`config.mk`:
```
export PLATFORM = sky130hd
export DESIGN_NAME = tlpt_ctrl
export DESIGN_NICKNAME = d
export VERILOG_FILES = /design/src/design/tlpt_pkg.sv /design/src/design/tlpt_ctrl.sv
export SDC_FILE = /design/constraint.sdc
export NUM_CORES = 1
export LEC_CHECK = 0
export BUFFER_PORTS_ARGS = -buffer_cell sky130_fd_sc_hd__buf_2
export CAP_MARGIN = 20
export CORE_MARGIN = 5
export CORE_UTILIZATION = 32
export CTS_CLUSTER_DIAMETER = 30
export DETAILED_ROUTE_END_ITERATION = 8
export HOLD_SLACK_MARGIN = 0.02
export PLACE_DENSITY = 0.63
export SYNTH_ARGS = -nofsm -noshare
export SYNTH_HDL_FRONTEND = slang
export SYNTH_SLANG_ARGS = --single-unit
```
`constraint.sdc`:
```
create_clock -name clk -period 1.5 [get_ports clk]
set_input_delay 0.3 -clock clk [delete_from_list [all_inputs] [get_ports clk]]
set_output_delay 0.3 -clock clk [all_outputs]
set_load 0.03 [all_outputs]
```
`src/design/tlpt_pkg.sv`:
```
// ----------------------------------------------------------------------------
// tlpt_pkg
// Shared types and constants of the two-level page table manager: command
// and status codes, and the command/status bundles between controller and
// datapath.
// ----------------------------------------------------------------------------
package tlpt_pkg;

	localparam int IDX_W             = 10;
	localparam int DIR_ENTRIES       = 1 << IDX_W;
	localparam int ENTRIES_PER_TABLE = 1 << IDX_W;
	localparam int ADDR_W            = 32;
	localparam int OFS_W             = 12;
	localparam int DIR_LSB           = 22;
	localparam int TBL_LSB           = 12;

	typedef enum logic [1:0] {
		OP_MAP   = 2'd0,
		OP_UNMAP = 2'd1,
		OP_XLATE = 2'd2,
		OP_NONE  = 2'd3
	} op_t;

	typedef enum logic [1:0] {
		ST_OK         = 2'd0,
		ST_NOT_MAPPED = 2'd1,
		ST_NO_SLOT    = 2'd2
	} st_t;

	typedef enum logic [1:0] {
		RS_OK     = 2'd0,
		RS_NOMAP  = 2'd1,
		RS_NOSLOT = 2'd2,
		RS_XLATE  = 2'd3
	} res_sel_t;

	typedef struct packed {
		logic     load_in;
		logic     dir_clr;
		logic     dir_rd;
		logic     dir_alloc;
		logic     load_slot;
		logic     tbl_clr;
		logic     tbl_wr;
		logic     tbl_rd;
		logic     set_res;
		res_sel_t res_sel;
		logic     load_out;
	} ctrl_cmd_t;

	typedef struct packed {
		op_t  op;
		logic dir_present;
		logic have_free;
		logic sweep_done;
		logic out_free;
	} dp_status_t;

endpackage

```
`src/design/tlpt_ctrl.sv`:
```
// ----------------------------------------------------------------------------
// tlpt_ctrl
// Controller: sequences the reset clearing pass, directory lookup, table
// allocation and clear, table access and result hand-off.
// ----------------------------------------------------------------------------
module tlpt_ctrl (
	input  logic                 clk,
	input  logic                 arst_n,
	input  logic                 in_valid,
	output logic                 in_stall,
	input  tlpt_pkg::dp_status_t sts,
	output tlpt_pkg::ctrl_cmd_t  cmd
);
	import tlpt_pkg::*;

	typedef enum logic [8:0] {
		S_DCLR = 9'b000000001,
		S_IDLE = 9'b000000010,
		S_DIR  = 9'b000000100,
		S_DEC  = 9'b000001000,
		S_TCLR = 9'b000010000,
		S_TWR  = 9'b000100000,
		S_TRD  = 9'b001000000,
		S_TCHK = 9'b010000000,
		S_FIN  = 9'b100000000
	} state_t;

	state_t state_q, state_d;

	always_ff @(posedge clk or negedge arst_n) begin
		if (!arst_n) begin
			state_q <= S_DCLR;
		end else begin
			state_q <= state_d;
		end
	end

	assign in_stall = (state_q != S_IDLE);

	always_comb begin
		state_d = state_q;
		cmd     = '0;
		case (state_q)
			S_DCLR: begin
				cmd.dir_clr = 1'b1;
				if (sts.sweep_done) state_d = S_IDLE;
			end
			S_IDLE: begin
				cmd.load_in = in_valid;
				if (in_valid) state_d = S_DIR;
			end
			S_DIR: begin
				cmd.dir_rd = 1'b1;
				state_d    = S_DEC;
			end
			S_DEC: begin
				case (sts.op)
					OP_MAP: begin
						if (sts.dir_present) begin
							cmd.load_slot = 1'b1;
							state_d       = S_TWR;
						end else if (sts.have_free) begin
							cmd.load_slot = 1'b1;
							cmd.dir_alloc = 1'b1;
							state_d       = S_TCLR;
						end else begin
							cmd.set_res = 1'b1;
							cmd.res_sel = RS_NOSLOT;
							state_d     = S_FIN;
						end
					end
					OP_UNMAP, OP_XLATE: begin
						if (sts.dir_present) begin
							cmd.load_slot = 1'b1;
							state_d       = (sts.op == OP_UNMAP) ? S_TWR : S_TRD;
						end else begin
							cmd.set_res = 1'b1;
							cmd.res_sel = RS_NOMAP;
							state_d     = S_FIN;
						end
					end
					default: begin
						cmd.set_res = 1'b1;
						cmd.res_sel = RS_NOMAP;
						state_d     = S_FIN;
					end
				endcase
			end
			S_TCLR: begin
				cmd.tbl_clr = 1'b1;
				if (sts.sweep_done) state_d = S_TWR;
			end
			S_TWR: begin
				cmd.tbl_wr  = 1'b1;
				cmd.set_res = 1'b1;
				cmd.res_sel = RS_OK;
				state_d     = S_FIN;
			end
			S_TRD: begin
				cmd.tbl_rd = 1'b1;
				state_d    = S_TCHK;
			end
			S_TCHK: begin
				cmd.set_res = 1'b1;
				cmd.res_sel = RS_XLATE;
				state_d     = S_FIN;
			end
			S_FIN: begin
				// hold the result until the output register is free
				if (sts.out_free) begin
					cmd.load_out = 1'b1;
					state_d      = S_IDLE;
				end
			end
			default: state_d = S_IDLE;
		endcase
	end

endmodule

```
==> results of run 1 <==
-- worst paths after layout --
path / start / cells past startpoint / endpoint
setup / recovery: state_q[5] / 5 / cmd[3]
hold / removal: sts[1] / 2 / state_q[0]
setup reg to reg: state_q[5] / 8 / state_q[5]
hold reg to reg: state_q[4] / 2 / state_q[4]
max in group asynchronous: arst_n / 2 / state_q[0]
min in group asynchronous: arst_n / 2 / state_q[8]
-- metrics by stage --
stage	TNS, ps	setup WS [ps]
final	-8468	-568.7
after global routing	-10190	-642.3
after CTS	-7949	-566.5
after detailed placement	-4808	-349.9
after global placement	-4454	-338.0
after floorplan	-4292	-505.6
-- cell families (layout without fill, tap and decap cells) --
kind of cell | after synthesis | in the layout | synth area share
AND/OR/NAND/NOR | 44 | 44 | 0.4202
AO/OA/AOI/OAI | 15 | 15 | 0.1224
flip-flops | 9 | 9 | 0.3209
buffers and inverters | 9 | 73 | 0.05851
adder cells (fa/ha/maj) | 3 | 3 | 0.05320
XOR/XNOR | 2 | 2 | 0.02483
-- metal layers --
layer | global-route usage | vias up | wire, um
met5 | 0 | - | 0
met4 | 0.04305 | 0 | 0
met3 | 0.02262 | 0 | 28
met2 | 0.2594 | 6 | 1164
met1 | 0.1657 | 396 | 935
li1 | - | 421 | -
-- layout by cell type (no fill, tap or decap), types with 3 or more instances in the layout --
cell,instances
buf_2,8
buf_4,38
buf_6,14
clkbuf_4,3
dfrtp_1,5
dfrtp_2,3
ha_1,3
inv_1,7
nand2_1,4
nor2_1,6
nor2_4,4
nor3b_2,3
o21ai_0,4
-- cell type report --
class | count | area, um2 | share of cell area
repair buffers | 61 | 493.0 | 0.3524
multi-input cells | 64 | 584.3 | 0.4177
well taps | 28 | 35.03 | 0.02504
inverters | 8 | 30.03 | 0.02147
clock buffers | 4 | 26.28 | 0.01878
flip-flops and latches | 9 | 230.2 | 0.1646
-- worst max-delay path: stages (launching register included) --
cell and delay [ps]:
dfrtp_2 420, buf_4 130, nor4b_1 440, nor2b_4 260
a311o_2 140, buf_6 130
-- power breakdown --
group	internal [mW]	switching, mW	leakage, nW	total [mW]
clock network	0.102	0.0744	0.0150	0.176
logic	0.545	0.525	0.548	1.07
registers	0.281	0.0487	0.113	0.330
-- what timing repair did --
action,4_1_cts,5_1_grt
gates resized for setup,33,14
hold endpoints to repair,8,0
setup endpoints to repair,18,22
hold buffers,1,0
buffers inserted,8,2
pin swaps,10,5
==> impl_results.md, run 1 <==
* Status: finished with violations
* Failing checks: setup timing
* Number of global-route vias before repair at 879
* Final net count at around 160
* Area growth from synthesis to layout at 98.23%
* Async SR Flop Fraction at 1.000
* CTS root buf: clkbuf_4
* Arrival @ worst endpoint at 1770 ps
* DR WL/cell at around 12 um
* Synthesized Nets at between 90 and 100
* Std cell rows at 17
* Most numerous cell in the Yosys netlist: nor2_1
* Hold Path Class: input port to flip-flop
* Total power at 1.576 mW
* CP max FO at 4
* Chip height at ~57 um
* Initial DRC count at 8
* Yosys warnings at 0
* Final Max Slew Viols at 0
* Worst Setup Start Kind: flip-flop
* Vias per cell at between 4 and 5
* Vias at 823
* Ant diodes at 0
* CP Capture Type: primary output
* Post-placement cell area at 1134 um2
* Reg clk slew, reported paths at ~60 ps
* Most common flop cell mapped by yosys: dfrtp_1
* Fin area at between 1000 and 1500 um2
* Unrepaired setup endpoints after global routing: yes
* Synth top area cells: dfrtp_1 (28%), nor4_4 (6.0%), nor2_1 (5.9%)
* Largest net degree at the start of global routing at 10
* Post-synthesis register bit count at 9
* Initial Utilization at 0.3285
* Non-Filler Instances at roughly 170
* Worst EP required at approximately 1200 ps
* Reg with most FFs: state_q
* Clk_lat worst skew at ~250 ps
* Slew headroom at 0.6425
* FF-to-FF setup slack at -470 ps
* GR Util All Layers at 0.1408
* Final min period at just over 2000 ps
* Initial antenna violation count at 0
* Actual slew at the worst max-slew pin at roughly 530 ps
* Placed insts at 160
* # IOs at 22
* PwrDens at 1127 nW/um2
* Worst Setup Slack, final at -568.7 ps
* Drt drc at 0
* Hold WS at 194.9 ps
* Antenna violation net count after detailed routing at 0
* Final setup fails at 21
* Routability cong. at roughly 0.8
* F_max at 483.4 MHz
* Gate Count Post-Synth at 82
* Distinct cells, synth at 30
* Core area at approximately 2100 um2
* Sequential element share of the synthesized area at 0.3209
* CTS H-tree lvls at 1
* Die area at around 3200 um2
* Final worst-path cycle share at 1.379
* CTS tree: built
* HPWL after DPL at ~1600 um
* Final hold violations at 0
* Final Core Density at 0.6511
* Drt pass-1 iters at 4
* Clk buf depth at 2
* Post-Syn Area per Cell at between 8 and 9 um2
* Regs by FF count: state_q x9
* Die width at approximately 57 um
* GRT Residual Overflow at 0
* Final Skew at 2.778 ps
* Routed WL at about 2100 um
* TritonCTS buffer count at 3
* Synth cell count leaders: nor2_1 (11), dfrtp_1 (8), inv_1 (8)
* Number of max-cap violations at 0
* Peak VDD IR at 762.6 uV
* Port Buffers at 21
* Crit Path Class: flip-flop to primary output
* Cell area after synthesis at between 700 and 800 um2
* P_leak at a little under 0.7 nW
* Share of cells above drive strength 1 at 0.6370
* Sinks on Clock Net at 9
* Fillcell total at roughly 180
* EDFF count, synth at 0
* First-pass GRT wire length at around 3700 um
* Leading area contributor after synthesis: dfrtp_1
* Max reg flops at 9
* Synth top area share at 0.2837
No activity file was read; power rests on OpenSTA's default activity.
==> run 2: changes to the inputs <==
Clock period 1.5 ns to 1.9 ns, I/O delays scaled along.
==> run 2 against run 1 <==
Sequential share of layout area up 1.7 points. Cell count is 8.0% lower. Highest routed layer is now met4. Register-to-register slack better by 480 ps. Clock-buffer cell count stayed put. Critical endpoint is now cmd[11]. First-iteration DRC count grew 88%. Clock power shrank 17%. Final area is 9.9% lower. The flow still finishes with violations (setup timing). Largest cell class unchanged. Non-clock buffer count decreased by 14. Global-route usage fell by 0.67 points. Power decreased by 29%. Sequential cell count unchanged. Worst hold slack gained 92 ps.
==> impl_results.md, run 2 (same netlist as run 1, synthesis figures left out) <==
* Status: finished with violations (unchanged)
* Failing checks: setup timing (unchanged)
* Fillcell total at 173 (was 177)
* Worst Setup Slack, final at -207.3 ps (was -568.7 ps)
* Unrepaired setup endpoints after global routing: yes (unchanged)
* P_leak at 0.6067 nW (was 0.6762 nW)
* First-pass GRT wire length at 3505 um (was 3739 um)
* CP Capture Type: primary output (unchanged)
* Routability cong. at 0.8084 (was 0.8173)
* Delay of the slowest critical-path stage at 410 ps (was 440 ps)
* GRT Residual Overflow at 0 (unchanged)
* Vias at 818 (was 823)
* CTS root buf: clkbuf_4 (unchanged)
* Final Max Slew Viols at 0 (unchanged)
* PwrDens at 883.6 nW/um2 (was 1127 nW/um2)
* Fin area at 1260 um2 (was 1399 um2)
* Clk_lat worst skew at 250 ps (about the same)
* Total power at 1.113 mW (was 1.576 mW)
* Peak VDD IR at 506.4 uV (was 762.6 uV)
* Final Core Density at 0.5865 (was 0.6511)
* Clk buf depth at 2 (unchanged)
* Worst EP required at 1520 ps (was 1200 ps)
* HPWL after DPL at 1594 um (was 1591 um)
* Core area at 2148 um2 (unchanged)
* Vias per cell at 5.113 (was 4.730)
* Initial DRC count at 15 (was 8)
* Largest net degree at the start of global routing at 10 (unchanged)
* Sum Neg Setup Slack at -1783 ps (was -8468 ps)
* Final hold violations at 0 (unchanged)
* Port Buffers at 21 (unchanged)
* Routed WL at 2102 um (was 2128 um)
* Initial antenna violation count at 0 (unchanged)
* Crit Path Class: flip-flop to primary output (unchanged)
* F_max at 474.5 MHz
* Final worst-path cycle share at 1.109
* Arrival @ worst endpoint at 1730 ps (was 1770 ps)
* Regs by FF count: state_q x9 (unchanged)
* Slew headroom at 0.7549 (was 0.6425)
* Ant diodes at 0 (unchanged)
* Max reg flops at 9 (unchanged)
* Die area at 3244 um2 (unchanged)
* Std cell rows at 17 (unchanged)
* Final net count at 145 (was 159)
* Final min period at 2107 ps
* Sinks on Clock Net at 9 (unchanged)
* Critical Path, Cell by Cell: nor4_4 > buf_4 > nand4_1 > nor2_4 > buf_6 (was buf_4 > nor4b_1 > nor2b_4 > a311o_2 > buf_6)
* Die width at 56.96 um (unchanged)
* # IOs at 22 (unchanged)
* Drt drc at 0 (unchanged)
* TritonCTS buffer count at 3 (unchanged)
* FF-to-FF setup slack at 10 ps (was -470 ps)
* Commonest non-fill, non-tap cells in the layout: buf_4 (26), buf_6 (12), nor2_1 (9) (was buf_4 (38), buf_6 (14), buf_2 (8))
* DR WL/cell at 13.14 um (was 12.23 um)
* FF/Latch Area at 229.0 um2 (was 230.2 um2)
* Final setup fails at 12 (was 21)
* CTS H-tree lvls at 1 (unchanged)
* Post-placement cell area at 1007 um2 (was 1134 um2)
* Antenna violation net count after detailed routing at 0 (unchanged)
* Share of cells above drive strength 1 at 0.5379 (was 0.6370)
* Number of max-cap violations at 0 (unchanged)
* GR Util All Layers at 0.1340 (was 0.1408)
* CP max FO at 5 (was 4)
* Drt pass-1 iters at 4 (unchanged)
* Final Skew at 1.667 ps (was 2.778 ps)
* Hold Path Class: input port to flip-flop (unchanged)
* Commonest non-fill, non-tap cell in the layout: buf_4 (unchanged)
* Hold WS at 287.1 ps (was 194.9 ps)
* Multi-input gate area at 559.3 um2 (was 584.3 um2)
* Initial Utilization at 0.3285 (unchanged)
* Critical Path Slowest Stage Cell: dfrtp_1 (was nor4b_1)
* CTS tree: built (unchanged)
* Number of global-route vias before repair at 808 (was 879)
* Actual slew at the worst max-slew pin at 363.8 ps (was 528.8 ps)
* Chip height at 56.96 um (unchanged)
* Area growth from synthesis to layout at 78.55% (was 98.23%)
* Reg clk slew, reported paths at 60 ps (about the same)
* Worst Setup Start Kind: flip-flop (unchanged)
* Reg with most FFs: state_q (unchanged)
## run 2: cell count changes in the layout (fill, tap and decap cells not counted), sizes merged
| cell | delta |
|---|---|
| buf | -14 |
## run 2: area by class of cell
type                            instances  area share
Multi-Input combinational cell         64      0.4439
Sequential cell                         9      0.1817
Clock buffer                            4     0.02085
Inverter                                8     0.02383
Tap cell                               28     0.02781
Timing Repair Buffer                   47      0.3019
## run 2: worst paths after layout
kind | start | to | cells past startpoint
setup / recovery | state_q[5] | cmd[11] | 5
hold / removal | sts[1] | state_q[0] | 2
setup reg to reg | state_q[7] | state_q[5] | 9
hold reg to reg | state_q[3] | state_q[3] | 2
max in group asynchronous | arst_n | state_q[0] | 2
min in group asynchronous | arst_n | state_q[3] | 2
## run 2: what timing repair did
item / CTS / global route
setup buffers: 4 / 5
gates resized for setup: 29 / 15
setup endpoints to repair: 13 / 16
hold endpoints to repair: 8 / 0
pin swaps: 6 / 8
hold buffers: 1 / 0
## run 2: stage by stage
step                worst slack [ps]  instances
finish                        -207.3        160
detailed placement            -173.5        148
global route                  -349.1        160
global placement              -126.3        148
CTS                           -179.0        157
floorplan                     -205.0         82
## run 2: critical path: cells and delay by family (launching register included)
family	cells	cell delay [ps]
simple gates	3	730
flops	1	410
buf+inv	2	340
## run 2: metal layers
layer	up-vias	GRT usage	part of all wire
li1	389	-	-
met1	398	0.1567	0.42
met5	-	0	0
met4	0	0.04967	0.014
met3	5	0.009050	0.029
met2	26	0.2529	0.54
## run 2: where the power goes
group          leakage (nW)  internal, mW  switching (mW)  total (mW)
Clock                0.0150        0.0808          0.0649       0.146
Sequential            0.115         0.222          0.0372       0.259
Combinational         0.477         0.342           0.367       0.709
Total                 0.607         0.645           0.469        1.11
==> run 3: changes to the inputs <==
Settings changed: GPL_TIMING_DRIVEN set to 0.
==> run 3 against run 2 <==
The run still ends with setup timing left. Critical path depth is the same. Clock skew increased by 1.3 ps. Sequential cell count is the same. Non-clock buffer count down 14. Fmax shrank 5.2%. Cell count down 8.8%. Wire length is 11% lower. Die area unchanged. Largest cell class unchanged.
==> impl_results.md, run 3 (same netlist as run 1, synthesis figures left out) <==
* Final Skew at 2.917 ps (was 1.667 ps)
* Met2 Use GR at 0.1925 (was 0.2529)
* M3 GR Usage at 0.01584 (was 0.009050)
* Comb power frac at 0.605 (was 0.637)
* Failing checks: setup timing (unchanged)
* Hold Path Class: input port to flip-flop (unchanged)
* Crit Path Class: flip-flop to primary output (unchanged)
* First-pass GRT wire length at 2918 um (was 3505 um)
* P_leak at 0.5439 nW (was 0.6067 nW)
* Worst EP required at 1520 ps (about the same)
* CTS root buf: clkbuf_4 (unchanged)
* CP Capture Type: primary output (unchanged)
* Final Max Slew Viols at 0 (unchanged)
* Final min period at 2223 ps (was 2107 ps)
* Worst Setup Slack, final at -322.6 ps (was -207.3 ps)
* Critical Path Slowest Stage Cell: dfrtp_2 (was dfrtp_1)
* Commonest non-fill, non-tap cell in the layout: buf_4 (unchanged)
* Setup WS pre-CTS at -211.7 ps (was -173.5 ps)
* Final hold violations at 0 (unchanged)
* Std cell rows at 17 (unchanged)
* HPWL after DPL at 1268 um (was 1594 um)
* Cell family with most CP delay: simple AND/OR/NAND/NOR gates (unchanged)
* Critical Path, Cell by Cell: nor4_4 > buf_4 > nand4_1 > nor2_4 > buf_6 (unchanged)
* Drt pass-1 iters at 4 (unchanged)
* Delay of the slowest critical-path stage at 460 ps (was 410 ps)
* Switch Pwr at 0.4731 mW (was 0.4688 mW)
* Status: finished with violations (unchanged)
* GR peak layer: met2 (unchanged)
* Regs by FF count: state_q x9 (unchanged)
* CP max FO at 5 (unchanged)
* Drt drc at 0 (unchanged)
* Peak VDD IR at 398.5 uV (was 506.4 uV)
* Largest net degree at the start of global routing at 10 (unchanged)
* TritonCTS buffer count at 3 (unchanged)
* Sw frac at 0.4381 (was 0.4210)
* Share of cells above drive strength 1 at 0.5424 (was 0.5379)
* DR WL/cell at 12.84 um (was 13.14 um)
* Final net count at 131 (was 145)
* Met1 Use GR at 0.1415 (was 0.1567)
* Reg clk slew, reported paths at 60 ps (about the same)
* Routed WL at 1874 um (was 2102 um)
* Actual slew at the worst max-slew pin at 478.3 ps (was 363.8 ps)
* GR Util All Layers at 0.1116 (was 0.1340)
* Vias per cell at 4.973 (was 5.113)
* Slew headroom at 0.6766 (was 0.7549)
* Int Power at 0.6067 mW (was 0.6446 mW)
* PwrDens at 949.5 nW/um2 (was 883.6 nW/um2)
* Sinks on Clock Net at 9 (unchanged)
* Ant diodes at 0 (unchanged)
* Initial antenna violation count at 0 (unchanged)
* F_max at 449.9 MHz (was 474.5 MHz)
* Initial Utilization at 0.3285 (unchanged)
* GRT Residual Overflow at 0 (unchanged)
* Clock power frac at 0.134 (was 0.131)
* Arrival @ worst endpoint at 1840 ps (was 1730 ps)
* CTS H-tree lvls at 1 (unchanged)
* Core area at 2148 um2 (unchanged)
* Critical path buffer and inverter count at 2 (unchanged)
* Number of max-cap violations at 0 (unchanged)
* Clk buf depth at 2 (unchanged)
* Chip height at 56.96 um (unchanged)
* Max reg flops at 9 (unchanged)
* Number of global-route vias before repair at 659 (was 808)
* Final setup fails at 13 (was 12)
* Initial DRC count at 30 (was 15)
* CTS tree: built (unchanged)
* Vias at 726 (was 818)
* Reg with most FFs: state_q (unchanged)
* Worst Setup Start Kind: flip-flop (unchanged)
* Fillcell total at 190 (was 173)
* Routability cong. at 0.8308 (was 0.8084)
* Die width at 56.96 um (unchanged)
* Sum Neg Setup Slack at -2456 ps (was -1783 ps)
* Die area at 3244 um2 (unchanged)
* Unrepaired setup endpoints after global routing: yes (unchanged)
* Area growth from synthesis to layout at 61.17% (was 78.55%)
* Clk_lat worst skew at 260 ps (was 250 ps)
* Antenna violation net count after detailed routing at 0 (unchanged)
* Commonest non-fill, non-tap cells in the layout: buf_4 (17), buf_2 (9), nor2_1 (8), inv_1 (8) (was buf_4 (26), buf_6 (12), nor2_1 (9))
* Reg power frac at 0.261 (was 0.232)
* Post-placement cell area at 883.3 um2 (was 1007 um2)
* Final worst-path cycle share at 1.170 (was 1.109)
* # IOs at 22 (unchanged)
* Port Buffers at 21 (unchanged)
* Fin area at 1137 um2 (was 1260 um2)
## run 3: cell type report
cell class,count,area (um2),share of cell area
clock buffer,4,26.28,0.02310
timing repair buffer,33,250.2,0.2200
tap,28,35.03,0.03080
sequential,9,234.0,0.2057
inverter,8,30.03,0.02640
multi-input combinational,64,561.8,0.4939
## run 3: worst paths after layout
kind / startpoint / to / slack, ps / cells after the start
setup / recovery: state_q[5] / cmd[11] / -320 / 5
setup reg to reg: state_q[5] / state_q[5] / -70 / 7
max in group asynchronous: arst_n / state_q[0] / 1170 / 2
hold reg to reg: state_q[3] / state_q[3] / 620 / 2
min in group asynchronous: arst_n / state_q[8] / 490 / 2
hold / removal: sts[1] / state_q[0] / 290 / 2
## run 3: stage by stage
stage               hold slack, ps  std cells    util  power (mW)
floorplan                    84.41         82       -      0.6247
detailed placement           239.6        131  0.4112      0.7249
global placement             235.3        131  0.4112      0.7198
CTS                          242.4        146  0.4956      0.9927
finish                       289.8        146  0.5294       1.080
global route                 288.6        146  0.5294       1.153
## run 3: per-layer routing
layer	part of all wire	routed length [um]
met1	0.43	806
met2	0.53	999
met3	0.026	48
met4	0.010	19
met5	0	0
## run 3: power groups by stage
stage | registers [mW] | clock network, mW | logic (mW)
after floorplan | 0.274 | 0 | 0.351
after global placement | 0.284 | 0 | 0.436
after detailed placement | 0.284 | 0 | 0.441
after CTS | 0.279 | 0.149 | 0.565
after global routing | 0.288 | 0.162 | 0.703
final | 0.281 | 0.145 | 0.653
## run 3: what timing repair did
| action | 4_1_cts | 5_1_grt |
|---|---|---|
| setup endpoints to repair | 13 | 16 |
| setup buffers | 10 | 1 |
| gates resized for setup | 24 | 18 |
| pin swaps | 7 | 9 |
| hold buffers | 1 | 0 |
| endpoints found under the hold margin | 8 | 0 |
